===== src/rtl/lz77s_pkg.sv =====
`default_nettype none

package lz77s_pkg;

    // Sliding window depth and longest match
    localparam int WINDOW    = 256;
    localparam int MAX_MATCH = 255;

    // Scan lanes per cycle over the cell row
    localparam int LANES  = 16;
    localparam int LANE_W = 4;
    localparam int NGRP   = (WINDOW + LANES - 1) / LANES;
    localparam int GRP_W  = (NGRP > 1) ? $clog2(NGRP) : 1;
    localparam int VEC_W  = NGRP * LANES;

    // Internal offset and length widths
    localparam int OFF_W = GRP_W + LANE_W + 1;
    localparam int LEN_W = $clog2(MAX_MATCH + 1);

    // Token field widths
    localparam int OFFSET_W = 9;
    localparam int LENGTH_W = 8;
    localparam int BYTE_W   = 8;
    localparam int TDATA_W  = 32;

    typedef enum logic [1:0] {
        S_IDLE,
        S_LOAD,
        S_SCAN,
        S_UPD
    } t_state;

    // Control broadcast along the cell row
    typedef struct packed {
        logic [BYTE_W-1:0] cmp_byte;
        logic              use_valid;
        logic              shift;
        logic              keep_live;
        logic              clear;
    } t_cell_ctl;

    // Nearest-offset results of one scan
    typedef struct packed {
        logic             hit_any;
        logic [OFF_W-1:0] hit_near;
        logic [OFF_W-1:0] live_near;
    } t_scan_res;

    // Lowest set bit of four: {any, index}
    function automatic logic [2:0] pe4(input logic [3:0] v);
        logic [2:0] r;
        r = 3'b000;
        for (int i = 3; i >= 0; i--) begin
            if (v[i]) begin
                r = {1'b1, 2'(i)};
            end
        end
        return r;
    endfunction

    // Lowest set bit of sixteen: {any, index}
    function automatic logic [LANE_W:0] pe16(input logic [LANES-1:0] v);
        logic [3:0] nib_any;
        logic [2:0] pick;
        logic [3:0] sel;
        logic [2:0] low;
        for (int i = 0; i < 4; i++) begin
            nib_any[i] = |v[4*i +: 4];
        end
        pick = pe4(nib_any);
        sel  = v[4*pick[1:0] +: 4];
        low  = pe4(sel);
        return {pick[2], pick[1:0], low[1:0]};
    endfunction

endpackage

`default_nettype wire


===== src/rtl/lz77s_cell.sv =====
`default_nettype none

module lz77s_cell (
    input  wire logic                   i_clk,
    input  wire logic                   i_rst_n,
    input  wire lz77s_pkg::t_cell_ctl   i_ctl,
    input  wire logic [7:0]             i_prev_hist,
    input  wire logic                   i_prev_valid,
    output logic [7:0]                  o_hist,
    output logic                        o_valid,
    output logic                        o_hit
);
    import lz77s_pkg::*;

    logic [BYTE_W-1:0] r_hist;
    logic              r_valid;
    logic              r_live;
    logic              w_cand;

    // Compare this history byte against the incoming item
    assign w_cand = i_ctl.use_valid ? r_valid : r_live;
    assign o_hit  = w_cand && (r_hist == i_ctl.cmp_byte);

    // Shift history one place down the row
    always_ff @(posedge i_clk) begin
        if (i_ctl.shift) begin
            r_hist <= i_prev_hist;
        end
    end

    // Advance fill marker and live flag; drop both at message end
    always_ff @(posedge i_clk) begin
        if (!i_rst_n) begin
            r_valid <= 1'b0;
            r_live  <= 1'b0;
        end else if (i_ctl.shift) begin
            r_valid <= i_prev_valid && !i_ctl.clear;
            r_live  <= o_hit && i_ctl.keep_live && !i_ctl.clear;
        end
    end

    assign o_hist  = r_hist;
    assign o_valid = r_valid;

endmodule

`default_nettype wire


===== src/rtl/lz77s_chain.sv =====
`default_nettype none

module lz77s_chain (
    input  wire logic                          i_clk,
    input  wire logic                          i_rst_n,
    input  wire lz77s_pkg::t_cell_ctl          i_ctl,
    output logic [lz77s_pkg::WINDOW-1:0]       o_hit_vec
);
    import lz77s_pkg::*;

    logic [BYTE_W-1:0] w_hist [WINDOW];
    logic [WINDOW-1:0] w_valid;

    // Cell g holds the byte g+1 places back
    for (genvar g = 0; g < WINDOW; g++) begin : g_cell
        logic [BYTE_W-1:0] w_prev_hist;
        logic              w_prev_valid;

        if (g == 0) begin : g_head
            assign w_prev_hist  = i_ctl.cmp_byte;
            assign w_prev_valid = 1'b1;
        end else begin : g_body
            assign w_prev_hist  = w_hist[g-1];
            assign w_prev_valid = w_valid[g-1];
        end

        lz77s_cell u_cell (
            .i_clk        (i_clk),
            .i_rst_n      (i_rst_n),
            .i_ctl        (i_ctl),
            .i_prev_hist  (w_prev_hist),
            .i_prev_valid (w_prev_valid),
            .o_hist       (w_hist[g]),
            .o_valid      (w_valid[g]),
            .o_hit        (o_hit_vec[g])
        );
    end

endmodule

`default_nettype wire


===== src/rtl/lz77s_scan.sv =====
`default_nettype none

module lz77s_scan (
    input  wire logic                          i_clk,
    input  wire logic                          i_rst_n,
    input  wire logic                          i_load,
    input  wire logic                          i_live_sel,
    input  wire logic [lz77s_pkg::WINDOW-1:0]  i_hit_vec,
    output logic                               o_busy,
    output lz77s_pkg::t_scan_res               o_res
);
    import lz77s_pkg::*;

    logic [VEC_W-1:0] r_hv;
    logic [GRP_W-1:0] r_grp;
    logic             r_busy;
    t_scan_res        r_res;
    logic [LANE_W:0]  w_pe;
    logic [OFF_W-1:0] w_near;

    // Encode the lowest hit in the current lane group
    assign w_pe   = pe16(r_hv[LANES-1:0]);
    assign w_near = OFF_W'({r_grp, w_pe[LANE_W-1:0]}) + OFF_W'(1);

    // Sequence the scan over the lane groups
    always_ff @(posedge i_clk) begin
        if (!i_rst_n) begin
            r_busy <= 1'b0;
            r_grp  <= '0;
        end else if (i_load) begin
            r_busy <= 1'b1;
            r_grp  <= '0;
        end else if (r_busy) begin
            r_grp <= r_grp + GRP_W'(1);
            if (r_grp == GRP_W'(NGRP - 1)) begin
                r_busy <= 1'b0;
            end
        end
    end

    // Load the hit vector, then walk it one lane group a cycle; when i_live_sel
    // is set, the nearest live offset is the nearest hit of the previous item
    always_ff @(posedge i_clk) begin
        if (i_load) begin
            r_hv          <= VEC_W'(i_hit_vec);
            r_res.hit_any <= 1'b0;
            r_res.hit_near <= '0;
            if (i_live_sel) begin
                r_res.live_near <= r_res.hit_near;
            end
        end else if (r_busy) begin
            r_hv <= r_hv >> LANES;
            if (!r_res.hit_any && w_pe[LANE_W]) begin
                r_res.hit_any  <= 1'b1;
                r_res.hit_near <= w_near;
            end
        end
    end

    assign o_busy = r_busy;
    assign o_res  = r_res;

endmodule

`default_nettype wire


===== src/rtl/lz77_stream_encoder.sv =====
`default_nettype none

// LZ77 stream encoder, greedy, nearest match among equals.
// Input channel i_s_axis_*: one message byte per item, tlast on the final
// byte of a message. Output channel o_m_axis_*: one token per item holding
// offset, length, next literal and a has-next flag; tlast marks the final
// token of a message. A byte yields at most one token.
// Each accepted byte passes through the states S_LOAD, S_SCAN and S_UPD:
// S_LOAD compares the byte against every history cell at once, S_SCAN
// runs the nearest-offset scan, which walks the row 16 cells a cycle,
// and sees the scan finish, S_UPD shifts the history row and issues the
// token, and then S_IDLE accepts the next byte.
// Tokens sit in an output register; while the receiver stalls, the next
// byte is still accepted and worked on, and only the update that would
// issue a second token waits for the register to empty.
// Reset empties the history, drops every pending match and the held token.
// The history also clears after the last byte of each message.
module lz77_stream_encoder (
    input  wire logic        i_clk,
    input  wire logic        i_rst_n,
    // data_byte [7:0]
    input  wire logic [7:0]  i_s_axis_tdata,
    input  wire logic        i_s_axis_tlast,
    input  wire logic        i_s_axis_tvalid,
    output logic             o_s_axis_tready,
    // match_offset [8:0], match_length [16:9], next_byte [24:17],
    // has_next [25], zero fill [31:26]
    output logic [31:0]      o_m_axis_tdata,
    output logic             o_m_axis_tlast,
    output logic             o_m_axis_tvalid,
    input  wire logic        i_m_axis_tready
);
    import lz77s_pkg::*;

    t_state            r_state;
    t_state            n_state;
    logic [BYTE_W-1:0] r_byte;
    logic              r_last;
    logic [LEN_W-1:0]  r_len;
    logic [LEN_W-1:0]  n_len;
    logic              r_out_valid;
    logic [TDATA_W-1:0] r_out_data;
    logic              r_out_last;

    logic              w_accept;
    logic              w_load;
    logic              w_upd;
    logic              w_full;
    logic              w_emit;
    logic              w_advance;
    logic              w_keep;
    logic [OFF_W-1:0]  w_off;
    logic [LEN_W-1:0]  w_len;
    logic [BYTE_W-1:0] w_nb;
    logic              w_hn;
    logic              w_busy;
    logic [WINDOW-1:0] w_hit_vec;
    t_scan_res         w_res;
    t_cell_ctl         w_ctl;

    assign w_accept = i_s_axis_tvalid && o_s_axis_tready;
    assign w_full   = (r_len >= LEN_W'(MAX_MATCH));

    // Next state
    always_comb begin
        n_state = r_state;
        unique case (r_state)
            S_IDLE: if (w_accept) n_state = S_LOAD;
            S_LOAD: n_state = S_SCAN;
            S_SCAN: if (!w_busy) n_state = S_UPD;
            S_UPD:  if (w_advance) n_state = S_IDLE;
            default: n_state = S_IDLE;
        endcase
    end

    // State outputs
    always_comb begin
        o_s_axis_tready = 1'b0;
        w_load          = 1'b0;
        w_upd           = 1'b0;
        unique case (r_state)
            S_IDLE:  o_s_axis_tready = 1'b1;
            S_LOAD:  w_load = 1'b1;
            S_SCAN:  ;
            S_UPD:   w_upd = 1'b1;
            default: ;
        endcase
    end

    // Decide the token and the next match length
    always_comb begin
        w_emit = 1'b0;
        w_keep = 1'b0;
        w_off  = '0;
        w_len  = r_len;
        w_nb   = r_byte;
        w_hn   = 1'b1;
        n_len  = '0;
        if (w_full) begin
            w_emit = 1'b1;
            w_off  = w_res.live_near;
        end else if (!w_res.hit_any) begin
            w_emit = 1'b1;
            w_off  = (r_len != '0) ? w_res.live_near : '0;
        end else begin
            w_keep = 1'b1;
            n_len  = r_len + LEN_W'(1);
            if (r_last) begin
                w_emit = 1'b1;
                w_off  = w_res.hit_near;
                w_len  = n_len;
                w_nb   = '0;
                w_hn   = 1'b0;
            end
        end
    end

    assign w_advance = !w_emit || !r_out_valid || i_m_axis_tready;

    // Broadcast control to the history row
    assign w_ctl.cmp_byte  = r_byte;
    assign w_ctl.use_valid = (r_len == '0);
    assign w_ctl.shift     = w_upd && w_advance;
    assign w_ctl.keep_live = w_keep;
    assign w_ctl.clear     = r_last;

    lz77s_chain u_chain (
        .i_clk     (i_clk),
        .i_rst_n   (i_rst_n),
        .i_ctl     (w_ctl),
        .o_hit_vec (w_hit_vec)
    );

    lz77s_scan u_scan (
        .i_clk      (i_clk),
        .i_rst_n    (i_rst_n),
        .i_load     (w_load),
        .i_live_sel (r_len != '0),
        .i_hit_vec  (w_hit_vec),
        .o_busy     (w_busy),
        .o_res      (w_res)
    );

    // Control registers
    always_ff @(posedge i_clk) begin
        if (!i_rst_n) begin
            r_state <= S_IDLE;
            r_len   <= '0;
        end else begin
            r_state <= n_state;
            if (w_ctl.shift) begin
                r_len <= r_last ? '0 : n_len;
            end
        end
    end

    // Hold the accepted item
    always_ff @(posedge i_clk) begin
        if (w_accept) begin
            r_byte <= i_s_axis_tdata;
            r_last <= i_s_axis_tlast;
        end
    end

    // Output register: fill on a token, drain on the receiver's ready
    always_ff @(posedge i_clk) begin
        if (!i_rst_n) begin
            r_out_valid <= 1'b0;
        end else if (w_ctl.shift && w_emit) begin
            r_out_valid <= 1'b1;
        end else if (i_m_axis_tready) begin
            r_out_valid <= 1'b0;
        end
    end

    always_ff @(posedge i_clk) begin
        if (w_ctl.shift && w_emit) begin
            r_out_data <= TDATA_W'({w_hn, w_nb, LENGTH_W'(w_len), OFFSET_W'(w_off)});
            r_out_last <= r_last;
        end
    end

    assign o_m_axis_tvalid = r_out_valid;
    assign o_m_axis_tdata  = r_out_data;
    assign o_m_axis_tlast  = r_out_last;

endmodule

`default_nettype wire


===== config.mk =====
export PLATFORM = sky130hd
export DESIGN_NAME = lz77_stream_encoder
export DESIGN_NICKNAME = d
export VERILOG_FILES = /design/src/rtl/lz77s_pkg.sv /design/src/rtl/lz77s_cell.sv /design/src/rtl/lz77s_chain.sv /design/src/rtl/lz77s_scan.sv /design/src/rtl/lz77_stream_encoder.sv
export SDC_FILE = /design/constraint.sdc
export NUM_CORES = 2
export LEC_CHECK = 0
export ABC_AREA = 1
export BUFFER_PORTS_ARGS = -buffer_cell sky130_fd_sc_hd__buf_2
export CORE_ASPECT_RATIO = 1.2
export CORE_MARGIN = 2
export CORE_UTILIZATION = 44
export DETAILED_ROUTE_END_ITERATION = 12
export SYNTH_ARGS = -nofsm -noshare
export SYNTH_HDL_FRONTEND = slang
export SYNTH_SLANG_ARGS = --single-unit

===== constraint.sdc =====
create_clock -name i_clk -period 77.9 [get_ports i_clk]
set_input_delay 11.685 -clock i_clk [delete_from_list [all_inputs] [get_ports i_clk]]
set_output_delay 11.685 -clock i_clk [all_outputs]
set_load 0.02 [all_outputs]

==> flow_summary.yaml <==
run_status:
  status: "finished clean"
synth:
  synthTopCellsByArea: "edfxtp_1, dfxtp_1, nand2_1, xnor2_1, or2_2"
  yosys-top-cells-count: "edfxtp_1, nand2_1, nand3_1, or2_2, xnor2_1"
  ys_seq_area_frac: 0.657
  syn_inst: 10400
  yosys_warnings: 0
  async_flop_share: 0
  synth_edf_count: 2349
  synthDistinctLibCells: 44
  yosysMostFrequentCell: "edfxtp_1"
  syn_avg_cell_area_sq_um: 11.9
  synth_top_area_share: 0.570
  ys_ff_latch: 2887
  synth_flop_cell: "edfxtp_1"
  synth_largest_area_cell: "edfxtp_1"
  syn-cell-area_sq_um: 124000
clock_tree:
  root_buffer: "clkbuf_16"
  numCtsBuffers: 298
  cts_setup_buffers: 0
  cts_resized: 0
  htreeDepth: 5
  tritoncts: "done"
  cts_buffer_depth: 4
  cts_hold_buffers: 0
  worstSkewPairLatency_ns: 0.88
  cts.clk_slew.worst_paths_ns: 0.06
  clock_sinks: 2887
final_layout:
  regArea_sq_um: 81300
  fin_nets: 10300
  drive_gt1_frac: 0.148
  areaGrowthSynthToFinish_pct: 10.4
  multi_input_area_sq_um: 39400
  nFillCells: 24200
power:
  intPower_mw: 2.86
  p_per_area_nw_per_um2: 30.0
  leakagePower_nw: 40.0
  p_sw_mw: 1.23
  comb_power_share: 0.186
  clkPwrFrac: 0.343
  peakVddDrop_mv: 0.0194
  power_frac_seq: 0.470
  switching_share: 0.301
grt:
  grt_max_degree: 205
  gr-total-overflow: 0
  antenna_found_initial: 5
  grtUsageTotal: 0.208
  grt_first_pass_wirelength_um: 462000
  grt_pass1_vias: 76500
floorplanning:
  boundaryPins: 48
  fp.dieW_um: 488
  die_y_um: 585
  initial_core_util: 0.442
  dieArea_sq_um: 285000
  num_rows: 213
  core_sq_um: 280000
sta:
  fmax_ghz: 0.0577
  slew_headroom: 0.218
  rsz0062_at_grt: "false"
  finalSetupTns_ns: 0
  finalCritPeriodShare: 0.223
  final-setup-viol-count: 0
  hold_violations: 0
  fin_ws_ns: 60.56
  slew_violations: 0
  fin_worst_skew_ns: 0.0534
  worstMarginPinSlew_ns: 1.17
  period_minus_slack_ns: 17.34
detailed_routing:
  drt_first_pass_iters: 8
  wl_met3_um: 14800
  avgViaCountPerCell: 5.49
  final_antenna_net_count: 0
  drcViolationCount: 0
  drt_iter0_markers: 7108
  top_layer_used: "met5"
  drt-total-wl_um: 304000
  met2_length_um: 149000
  num_vias: 78400
  wl_per_cell_um: 21.3
  wl_met1_um: 131000
setup_path:
  cp_slowest_cell: "inv_8"
  crit_top_cell: "buf_4"
  critPathRequiredTime_ns: 78.36
  path_buf_inv: 8
  cp-start-kind: "input port"
  worst-path-max-fanout: 159
  reg2reg_slack_ns: 70.18
  crit_family: "buffers and inverters"
  crit_chain: "buf_2 -> inv_1 -> nand3_2 -> nand2_8 -> inv_8 -> buf_4 -> buf_4 -> buf_12 -> buf_4 -> buf_4"
  critPathKind: "in -> reg"
  crit_path_max_incr_delay_ns: 0.89
  critPathArrivalTime_ns: 17.80
  endpoint_kind: "flop"
placed_design:
  io_buffers: 41
  gp_congestion: 0.799
  hpwl_um: 178000
  pre_cts_ws_ns: 59.82
min_path:
  hold_path.class: "reg -> reg"
flow_run:
  cap_violations: 0
## registers in the layout, summed over array words and instances, names as in the netlist
signal / cells
u_chain.g_cell.u_cell.o_valid: 256
r_byte: 8
r_state: 2
u_scan.r_hv: 256
r_last: 1
o_m_axis_tdata: 26
o_m_axis_tvalid: 1
r_len: 8
u_scan.o_res: 19
u_scan.r_grp: 4
o_m_axis_tlast: 1
u_scan.o_busy: 1
u_chain.g_cell.u_cell.r_live: 256
u_chain.g_cell.u_cell.o_hist: 2048
## cell families (layout without fill, tap and decap cells)
family / after synthesis / count (layout) / synth area share
flip-flops: 2887 / 2887 / 0.657
other: 1 / 9 / 0.0000303
AND/OR/NAND/NOR: 4822 / 4822 / 0.189
multiplexers: 227 / 227 / 0.0207
XOR/XNOR: 1156 / 1156 / 0.0818
buffers and inverters: 712 / 783 / 0.0251
adder cells (fa/ha/maj): 8 / 8 / 0.000809
AO/OA/AOI/OAI: 611 / 611 / 0.0258
## cell usage in the layout (no fill, tap or decap), drive strengths merged, types with 4 or more instances in the layout
master    instances
edfxtp         2349
buf             155
nand4           433
nand3           973
and2              4
o21ai            20
inv              96
clkbuf          420
xor2            316
nor4            251
conb              6
bufinv           13
a21oi           542
nor3             14
clkinv           91
nor2             78
ha                8
clkinvlp          8
o22ai            10
mux2            227
nor3b             5
or2             892
a21boi           28
nand2          2170
xnor2           840
dfxtp           538
## stage by stage
step           cell area [sq um]  instances   util  power [mW]  hold WS, ns
2_1_floorplan             124000      10400      -        2.97        0.408
3_3_place_gp              127000      13700  0.454        2.71        0.410
3_5_place_dp              127000      13700  0.454        2.73        0.415
4_1_cts                   137000      14300  0.487        4.13        0.429
5_1_grt                   137000      14300  0.488        4.26        0.431
6_report                  137000      14300  0.488        4.09        0.428
## final timing paths
kind                          from                              endpoint  depth (start not counted)
setup / recovery   i_m_axis_tready  u_chain.g_cell[127].u_cell.o_hist[6]                         10
hold / removal    u_scan.o_res[16]                       u_scan.o_res[7]                          0
setup reg to reg            r_last  u_chain.g_cell[127].u_cell.o_hist[6]                         10
hold reg to reg   u_scan.o_res[16]                       u_scan.o_res[7]                          0
## per-layer routing
layer,vias up,track usage
met5,-,0
met4,4,0.0612
met3,472,0.0268
met2,2075,0.351
met1,39600,0.279
li1,36200,-
## worst register-to-register path, cell delays in order, from the launching register on
cell      delay [ns]
edfxtp_1        0.51
inv_8           0.56
nand3_2         0.24
nand3_2         0.18
nand2_8         0.43
inv_8           0.99
buf_4           0.95
buf_4           0.74
buf_12          0.67
buf_4           1.09
buf_4           0.95
## final cells by class
cell class,instances,share of cell area
Antenna cell,3,0.0000550
Clock buffer,420,0.0620
Clock inverter,118,0.00730
Inverter,90,0.00304
Multi-Input combinational cell,6830,0.289
Sequential cell,2887,0.595
Tap cell,3762,0.0345
Timing Repair Buffer,155,0.00914
## power by group through the flow
stage                     Clock (mW)  Sequential [mW]  Combinational, mW
final                           1.40             1.92              0.763
after global routing            1.49             1.93              0.834
after CTS                       1.43             1.92              0.775
after detailed placement           0             1.96              0.772
after global placement             0             1.95              0.758
after floorplan                    0             2.46              0.512
Power figures use the tool's default switching activity.
